===== src/rtl/core/etdt_pkg.sv =====
// Shared types, constants and the month length table for the epoch calendar converter.
package etdt_pkg;

  localparam int unsigned SubW = 18;

  localparam logic [SubW-1:0] SECS_PER_DAY  = 18'd86400;
  localparam logic [SubW-1:0] SECS_PER_HOUR = 18'd3600;
  localparam logic [SubW-1:0] SECS_PER_MIN  = 18'd60;

  localparam logic [4:0] DAY_LAST  = 5'd31;
  localparam logic [4:0] HOUR_LAST = 5'd16;
  localparam logic [4:0] MIN_LAST  = 5'd11;

  localparam logic [11:0] FIRST_YEAR   = 12'd1970;
  localparam logic [6:0]  FIRST_MOD100 = 7'd70;
  localparam logic [8:0]  FIRST_MOD400 = 9'd370;
  localparam logic [6:0]  MOD100_LAST  = 7'd99;
  localparam logic [8:0]  MOD400_LAST  = 9'd399;

  localparam logic [8:0] DAYS_YEAR      = 9'd365;
  localparam logic [8:0] DAYS_LEAP_YEAR = 9'd366;

  localparam logic [3:0] MONTH_JAN = 4'd1;
  localparam logic [3:0] MONTH_FEB = 4'd2;
  localparam logic [3:0] MONTH_DEC = 4'd12;

  typedef enum logic [2:0] {
    S_IDLE,
    S_DAY,
    S_HOUR,
    S_MIN,
    S_YEAR,
    S_MONTH
  } etdt_state_e;

  typedef struct packed {
    logic init;
    logic advance;
  } etdt_year_ctl_t;

  typedef struct packed {
    logic [SubW-1:0] diff;
    logic            borrow;
    logic            gt;
  } etdt_sub_res_t;

  function automatic logic [4:0] month_days(input logic [3:0] month, input logic leap);
    logic [4:0] len;
    case (month)
      4'd1:    len = 5'd31;
      4'd2:    len = leap ? 5'd29 : 5'd28;
      4'd3:    len = 5'd31;
      4'd4:    len = 5'd30;
      4'd5:    len = 5'd31;
      4'd6:    len = 5'd30;
      4'd7:    len = 5'd31;
      4'd8:    len = 5'd31;
      4'd9:    len = 5'd30;
      4'd10:   len = 5'd31;
      4'd11:   len = 5'd30;
      4'd12:   len = 5'd31;
      default: len = 5'd0;
    endcase
    return len;
  endfunction

endpackage


===== src/rtl/core/etdt_sub_unit.sv =====
// Shared subtract and compare unit used by every step of the conversion.
module etdt_sub_unit (
  input  logic [etdt_pkg::SubW-1:0] a_i,
  input  logic [etdt_pkg::SubW-1:0] b_i,
  output etdt_pkg::etdt_sub_res_t   res_o
);
  import etdt_pkg::*;

  logic [SubW:0] full;

  assign full = {1'b0, a_i} - {1'b0, b_i};

  always_comb begin
    res_o.diff   = full[SubW-1:0];
    res_o.borrow = full[SubW];
    res_o.gt     = !full[SubW] && (full[SubW-1:0] != '0);
  end

endmodule


===== src/rtl/core/etdt_leap_tracker.sv =====
// Year counter with running remainders by 100 and 400 that give the leap year flag.
module etdt_leap_tracker (
  input  logic                     clk_i,
  input  logic                     rst_ni,
  input  etdt_pkg::etdt_year_ctl_t ctl_i,
  output logic [11:0]              year_o,
  output logic                     leap_o
);
  import etdt_pkg::*;

  logic [11:0] year_q, year_d;
  logic [6:0]  m100_q, m100_d;
  logic [8:0]  m400_q, m400_d;

  always_comb begin
    year_d = year_q;
    m100_d = m100_q;
    m400_d = m400_q;
    if (ctl_i.init) begin
      year_d = FIRST_YEAR;
      m100_d = FIRST_MOD100;
      m400_d = FIRST_MOD400;
    end else if (ctl_i.advance) begin
      year_d = year_q + 12'd1;
      m100_d = (m100_q == MOD100_LAST) ? 7'd0 : m100_q + 7'd1;
      m400_d = (m400_q == MOD400_LAST) ? 9'd0 : m400_q + 9'd1;
    end
  end

  always_ff @(posedge clk_i or negedge rst_ni) begin
    if (!rst_ni) begin
      year_q <= FIRST_YEAR;
      m100_q <= FIRST_MOD100;
      m400_q <= FIRST_MOD400;
    end else begin
      year_q <= year_d;
      m100_q <= m100_d;
      m400_q <= m400_d;
    end
  end

  assign year_o = year_q;
  assign leap_o = ((year_q[1:0] == 2'd0) && (m100_q != 7'd0)) || (m400_q == 9'd0);

  a_mod_range: assert property (@(posedge clk_i) disable iff (!rst_ni)
    (m100_q <= MOD100_LAST) && (m400_q <= MOD400_LAST))
    else $error("year remainder out of range");

  a_mod_agree: assert property (@(posedge clk_i) disable iff (!rst_ni)
    (m100_q[1:0] == year_q[1:0]) && (m400_q[1:0] == year_q[1:0]))
    else $error("year remainders disagree with year");

  a_advance: assert property (@(posedge clk_i) disable iff (!rst_ni)
    (ctl_i.advance && !ctl_i.init) |=> (year_q == $past(year_q) + 12'd1))
    else $error("year did not advance");

endmodule


===== src/rtl/core/epoch_seconds_to_datetime_core.sv =====
// Top level: sequencer and registers of the epoch second to calendar date converter.
// Steps: bit-serial division by the seconds per day, hour and minute, then a search over the
// years past 1970 (0..136) and the months (1..12), all on the single shared subtractor.
// Throughput: one item at a time; a new beat is taken once the previous one is in the output
// register, so the next item may start while a result still waits.
// Reset: asynchronous, active low; clears the sequencer and the output valid flag.
module epoch_seconds_to_datetime_core (
  input  logic        clk_i,
  input  logic        rst_ni,
  input  logic        in_valid_i,
  output logic        in_ready_o,
  input  logic [31:0] epoch_seconds_i,
  output logic        out_valid_o,
  input  logic        out_ready_i,
  output logic [11:0] cal_year_o,
  output logic [3:0]  cal_month_o,
  output logic [4:0]  cal_day_o,
  output logic [4:0]  clock_hour_o,
  output logic [5:0]  clock_minute_o,
  output logic [5:0]  clock_second_o
);
  import etdt_pkg::*;

  etdt_state_e state_q, state_d;
  logic [31:0] quo_q, quo_d;
  logic [16:0] rem_q, rem_d;
  logic [4:0]  cnt_q, cnt_d;
  logic [15:0] days_q, days_d;
  logic [4:0]  hour_q, hour_d;
  logic [5:0]  minute_q, minute_d;
  logic [3:0]  month_q, month_d;

  logic        out_valid_q, out_valid_d;
  logic [11:0] cal_year_q, cal_year_d;
  logic [3:0]  cal_month_q, cal_month_d;
  logic [4:0]  cal_day_q, cal_day_d;
  logic [4:0]  clock_hour_q, clock_hour_d;
  logic [5:0]  clock_minute_q, clock_minute_d;
  logic [5:0]  clock_second_q, clock_second_d;

  logic [SubW-1:0] sub_a, sub_b, trial;
  etdt_sub_res_t   sub_res;
  logic [16:0]     div_rem;
  logic [31:0]     div_quo;
  etdt_year_ctl_t  year_ctl;
  logic [11:0]     year;
  logic            leap;
  logic [8:0]      year_len;
  logic            out_free;

  etdt_sub_unit u_sub (
    .a_i   (sub_a),
    .b_i   (sub_b),
    .res_o (sub_res)
  );

  etdt_leap_tracker u_leap (
    .clk_i  (clk_i),
    .rst_ni (rst_ni),
    .ctl_i  (year_ctl),
    .year_o (year),
    .leap_o (leap)
  );

  assign trial    = {rem_q, quo_q[31]};
  assign div_rem  = sub_res.borrow ? trial[16:0] : sub_res.diff[16:0];
  assign div_quo  = {quo_q[30:0], ~sub_res.borrow};
  assign year_len = leap ? DAYS_LEAP_YEAR : DAYS_YEAR;
  assign out_free = !out_valid_q || out_ready_i;

  always_comb begin
    case (state_q)
      S_DAY:   begin sub_a = trial; sub_b = SECS_PER_DAY; end
      S_HOUR:  begin sub_a = trial; sub_b = SECS_PER_HOUR; end
      S_MIN:   begin sub_a = trial; sub_b = SECS_PER_MIN; end
      S_YEAR:  begin sub_a = {2'd0, days_q}; sub_b = {9'd0, year_len}; end
      S_MONTH: begin sub_a = {2'd0, days_q}; sub_b = {13'd0, month_days(month_q, leap)}; end
      default: begin sub_a = '0; sub_b = '0; end
    endcase
  end

  always_comb begin
    state_d        = state_q;
    quo_d          = quo_q;
    rem_d          = rem_q;
    cnt_d          = cnt_q;
    days_d         = days_q;
    hour_d         = hour_q;
    minute_d       = minute_q;
    month_d        = month_q;
    out_valid_d    = out_valid_q && !out_ready_i;
    cal_year_d     = cal_year_q;
    cal_month_d    = cal_month_q;
    cal_day_d      = cal_day_q;
    clock_hour_d   = clock_hour_q;
    clock_minute_d = clock_minute_q;
    clock_second_d = clock_second_q;
    year_ctl       = '0;
    in_ready_o     = 1'b0;
    case (state_q)
      S_IDLE: begin
        in_ready_o = 1'b1;
        if (in_valid_i) begin
          quo_d         = epoch_seconds_i;
          rem_d         = '0;
          cnt_d         = DAY_LAST;
          year_ctl.init = 1'b1;
          state_d       = S_DAY;
        end
      end
      S_DAY: begin
        quo_d = div_quo;
        rem_d = div_rem;
        cnt_d = cnt_q - 5'd1;
        if (cnt_q == '0) begin
          days_d  = div_quo[15:0] + 16'd1;
          quo_d   = {div_rem, 15'd0};
          rem_d   = '0;
          cnt_d   = HOUR_LAST;
          state_d = S_HOUR;
        end
      end
      S_HOUR: begin
        quo_d = div_quo;
        rem_d = div_rem;
        cnt_d = cnt_q - 5'd1;
        if (cnt_q == '0) begin
          hour_d  = div_quo[4:0];
          quo_d   = {div_rem[11:0], 20'd0};
          rem_d   = '0;
          cnt_d   = MIN_LAST;
          state_d = S_MIN;
        end
      end
      S_MIN: begin
        quo_d = div_quo;
        rem_d = div_rem;
        cnt_d = cnt_q - 5'd1;
        if (cnt_q == '0) begin
          minute_d = div_quo[5:0];
          state_d  = S_YEAR;
        end
      end
      S_YEAR: begin
        if (sub_res.gt) begin
          days_d           = sub_res.diff[15:0];
          year_ctl.advance = 1'b1;
        end else begin
          month_d = MONTH_JAN;
          state_d = S_MONTH;
        end
      end
      S_MONTH: begin
        if (sub_res.gt && (month_q != MONTH_DEC)) begin
          days_d  = sub_res.diff[15:0];
          month_d = month_q + 4'd1;
        end else if (out_free) begin
          out_valid_d    = 1'b1;
          cal_year_d     = year;
          cal_month_d    = month_q;
          cal_day_d      = sub_res.gt ? sub_res.diff[4:0] : days_q[4:0];
          clock_hour_d   = hour_q;
          clock_minute_d = minute_q;
          clock_second_d = rem_q[5:0];
          state_d        = S_IDLE;
        end
      end
      default: begin
        state_d = S_IDLE;
      end
    endcase
  end

  always_ff @(posedge clk_i or negedge rst_ni) begin
    if (!rst_ni) begin
      state_q     <= S_IDLE;
      cnt_q       <= '0;
      out_valid_q <= 1'b0;
    end else begin
      state_q     <= state_d;
      cnt_q       <= cnt_d;
      out_valid_q <= out_valid_d;
    end
  end

  always_ff @(posedge clk_i) begin
    quo_q          <= quo_d;
    rem_q          <= rem_d;
    days_q         <= days_d;
    hour_q         <= hour_d;
    minute_q       <= minute_d;
    month_q        <= month_d;
    cal_year_q     <= cal_year_d;
    cal_month_q    <= cal_month_d;
    cal_day_q      <= cal_day_d;
    clock_hour_q   <= clock_hour_d;
    clock_minute_q <= clock_minute_d;
    clock_second_q <= clock_second_d;
  end

  assign out_valid_o    = out_valid_q;
  assign cal_year_o     = cal_year_q;
  assign cal_month_o    = cal_month_q;
  assign cal_day_o      = cal_day_q;
  assign clock_hour_o   = clock_hour_q;
  assign clock_minute_o = clock_minute_q;
  assign clock_second_o = clock_second_q;

  a_days_nonzero: assert property (@(posedge clk_i) disable iff (!rst_ni)
    (state_q == S_MONTH) |-> (days_q != 16'd0))
    else $error("day count reached zero in month search");

  a_time_range: assert property (@(posedge clk_i) disable iff (!rst_ni)
    out_valid_o |-> ((clock_hour_o < 5'd24) && (clock_minute_o < 6'd60) &&
                     (clock_second_o < 6'd60)))
    else $error("time of day out of range");

  a_date_range: assert property (@(posedge clk_i) disable iff (!rst_ni)
    out_valid_o |-> ((cal_month_o >= MONTH_JAN) && (cal_month_o <= MONTH_DEC) &&
                     (cal_day_o != 5'd0)))
    else $error("date out of range");

endmodule

===== config.mk =====
export PLATFORM = sky130hd
export DESIGN_NAME = epoch_seconds_to_datetime_core
export DESIGN_NICKNAME = d
export VERILOG_FILES = /design/src/rtl/core/etdt_pkg.sv /design/src/rtl/core/etdt_sub_unit.sv /design/src/rtl/core/etdt_leap_tracker.sv /design/src/rtl/core/epoch_seconds_to_datetime_core.sv
export SDC_FILE = /design/constraint.sdc
export NUM_CORES = 1
export LEC_CHECK = 0
export BUFFER_PORTS_ARGS = -buffer_cell sky130_fd_sc_hd__buf_2
export CORE_UTILIZATION = 30
export CTS_CLUSTER_DIAMETER = 30
export DETAILED_ROUTE_END_ITERATION = 16
export PLACE_DENSITY = 0.58
export SYNTH_ARGS = -nofsm -noshare
export SYNTH_HDL_FRONTEND = slang
export SYNTH_SLANG_ARGS = --single-unit

===== constraint.sdc =====
create_clock -name clk_i -period 8.4 [get_ports clk_i]
set_input_delay 0 -clock clk_i [delete_from_list [all_inputs] [get_ports clk_i]]
set_output_delay 0 -clock clk_i [all_outputs]
set_load 0.005 [all_outputs]

==> out/metrics.cfg <==
[status]
status = finished clean

[setup_path]
cp-end-kind = flop
critical_path_required_ns = 8.45
critPathArrivalTime_ns = 6.95
cp-start-kind = flop
cp_slowest_stage_delay_ns = 0.92
critical_path_class = flop to flop
crit_fanout = 38
path_cells = inv_1 -> nor3_1 -> inv_1 -> a21o_1 -> ha_1 -> a21o_2 -> a31oi_2 -> nand2_2 -> a311oi_2 -> o2111ai_1 -> nor4_4 -> nand4_4 -> nand2_2 -> o21ai_1 -> nor2b_4
r2r_cells = 15
slowest_stage = nor2b_4

[synth]
async_flop_share_pct = 23.87
seq_area_frac_synth_pct = 50.67
yosys.area_share.simple_pct = 18.28
ys_seq_elements = 155
syn_avg_cell_area_sq_um = 10.15
synth.distinct_cells = 85
synthMuxAreaShare_pct = 1.695
synthXorXnorAreaFrac_pct = 3.263
ys_warn_count = 0
syn_area_sq_um = 8857
synth_edf_count = 118
syn_inst = 873
synth_ff_type = edfxtp_1
synth_top_family_by_area = simple AND/OR/NAND/NOR gates
synth_fa_ha_area_share_pct = 4.464
synth_compound_area_share_pct = 18.19
syn_nets = 940

[timing]
slew_headroom_pct = 23.78
fin_crit_sh_pct = 82.10
finalSetupViolCount = 0
fin_crit_ns = 6.896
rsz0062_at_grt = no
finalHoldViolCount = 0
final_max_slew_viol_count = 0
fin_skew_ns = 0.01243
fin_setup_tns_ns = 0
max_freq_ghz = 0.1450
worstMarginPinSlew_ns = 1.141

[floorplanning]
num_io_pins = 76
die_h_microns = 173.8
die_x_microns = 173.8
dieArea_sq_um = 30220
rows = 62
core_area_sq_um = 28860
start_util_pct = 30.69

[layout]
mostFrequentLayoutCells = nand2_1 (122), edfxtp_1 (118), buf_2 (75)
layout_commonest_cell = nand2_1
num_antenna_cells = 0
multi_input_area_sq_um = 4091
fill_cells = 2880
syn2layout_area_growth_pct = 18.73
num-nets-final = 1033
drive_gt1_share_pct = 16.85
area.sequential_sq_um = 4488

[grt]
track_usage_pct = 15.50
grt_overflow = 0
grt_pass1_wl_mm = 36.79
antenna_found_initial = 0
grt_max_degree = 59
first_global_vias = 6542

[cts]
cts_resized = 0
clk_path_buf_depth = 2
clkTransAtPathRegs_ns = 0.06
clock_sinks = 155
cts_tree = built
root_buffer = clkbuf_16
clock_latency_ns = 0.44
cts-htree-levels = 4
cts_buffers = 17

[drt]
met3_length_mm = 1.048
wl_met1_mm = 11.57
drc_errors = 0
drt_first_iter_violations = 570
first_pass_iters = 5
detail-route-antenna-nets = 0
wl_met2_mm = 10.11
viasPerCell = 5.113
top_layer = met4
wl_per_cell_microns = 16.93
routed_wl_mm = 23.08
vias = 6969

[place]
gp_congestion = 0.8832
port_buffers = 75
dp_hpwl_mm = 16.68

[pwr]
power_leakage_nw = 4.001
cellPowerDensity_nw_per_um2 = 154.2
ir_worst_vdd_mv = 0.1274
p_total_mw = 1.622

[run]
drv_cap = 0

[min_path]
hold_depth = 3
hold_path_class = primary input to flop

-- power by group --
| group | internal [mW] | switching [mW] | total (mW) |
|---|---|---|---|
| registers | 0.819 | 0.0000000000000000199 | 0.819 |
| logic | 0.0185 | 0.0127 | 0.0313 |
| clock network | 0.443 | 0.329 | 0.772 |
-- metal layers --
| layer | vias up | track usage, % |
|---|---|---|
| li1 | 3408 | - |
| met1 | 3350 | 23.01 |
| met2 | 188 | 22.67 |
| met3 | 23 | 2.763 |
| met4 | 0 | 4.788 |
| met5 | - | 0 |
-- critical path: cells and delay by family (launching register included) --
kind                       cells  cell delay [ns]
DFF                            1             0.85
and+or+nand+nor                6             2.85
adders and majority gates      1             0.39
AOI/OAI and AO/OA              6             1.59
buffers and inverters          2             0.81
-- cells by family (layout without fill, tap and decap cells) --
| group | count (synthesis) | count (layout) |
|---|---|---|
| adder cells (fa/ha/maj) | 31 | 31 |
| AO/OA/AOI/OAI | 237 | 237 |
| buffers and inverters | 69 | 175 |
| AND/OR/NAND/NOR | 333 | 333 |
| flip-flops | 155 | 155 |
| XOR/XNOR | 33 | 33 |
| multiplexers | 15 | 15 |
-- registers in the layout (all words and copies together) (netlist names), 6 cells and up --
signal          flops
u_leap.m400_q       9
minute_q            6
clock_second_o      6
u_leap.year_o      12
days_q             16
rem_q              17
u_leap.m100_q       7
quo_q              32
cal_year_o         12
clock_minute_o      6
-- final timing paths --
| path | start | to | slack [ns] |
|---|---|---|---|
| min in group asynchronous | rst_ni | u_leap.year_o[2]$_DFFE_PN0P_ | 0.23 |
| setup / recovery | state_q[0]$_DFFE_PN0P_ | clock_hour_o[2]$_DFFE_PP_ | 1.50 |
| hold / removal | out_ready_i | out_valid_o$_DFF_PN0_ | 0.03 |
| setup reg to reg | state_q[0]$_DFFE_PN0P_ | clock_hour_o[2]$_DFFE_PP_ | 1.50 |
| hold reg to reg | minute_q[4]$_DFFE_PP_ | clock_minute_o[4]$_DFFE_PP_ | 0.42 |
| max in group asynchronous | rst_ni | state_q[1]$_DFFE_PN0P_ | 7.64 |
-- cells in the mapped netlist, drive strengths merged (6+ instances only) --
library cell  instances  area share (%)
xor2                 22             2.2
inv                  26             1.1
o211ai               17             1.6
nand4                 9            0.81
edfxtp              118              40
nand2               125             5.4
a21o                 14             1.2
nor3                 20             1.3
nand2b                6            0.42
dfrtp                22             6.2
and2                  8            0.57
nand3                26             1.5
buf                  16             1.2
mux2i                15             1.7
clkbuf               26             1.1
a22o                 15             1.5
nor2                 75             3.2
dfstp                15             4.4
a22oi                 6            0.57
or3                  13            0.92
a211oi                6            0.62
o21ai                73             4.1
a31oi                 8            0.81
xnor2                11             1.1
a21oi                56             3.3
and3                 21             1.5
ha                   30             4.2
-- repair_timing --
action                                 in CTS  in global routing
buffers inserted                            0                  0
hold buffers                               33                  0
endpoints found under the hold margin      54                  0
-- through the flow --
stage               area [sq um]  utilization, %  worst slack (ns)  instances  hold WS, ns
global placement            9597           33.26             1.903       1298       0.1602
floorplan                   8857               -             2.214        873      -0.2956
CTS                        10520           36.44             1.541       1363     0.003205
global route               10520           36.44             1.013       1363      0.01943
detailed placement          9597           33.26             1.580       1298       0.1589
finish                     10520           36.44             1.504       1363      0.03094
-- final cells by class --
type                            instances  area share [%]
Tap cell                              384           4.569
Multi-Input combinational cell        649           38.91
Sequential cell                       155           42.68
Clock buffer                           17           4.045
Inverter                               27          0.9637
Timing Repair Buffer                  116           7.281
Clock inverter                         15           1.559
(Power assumes the default switching activity.)
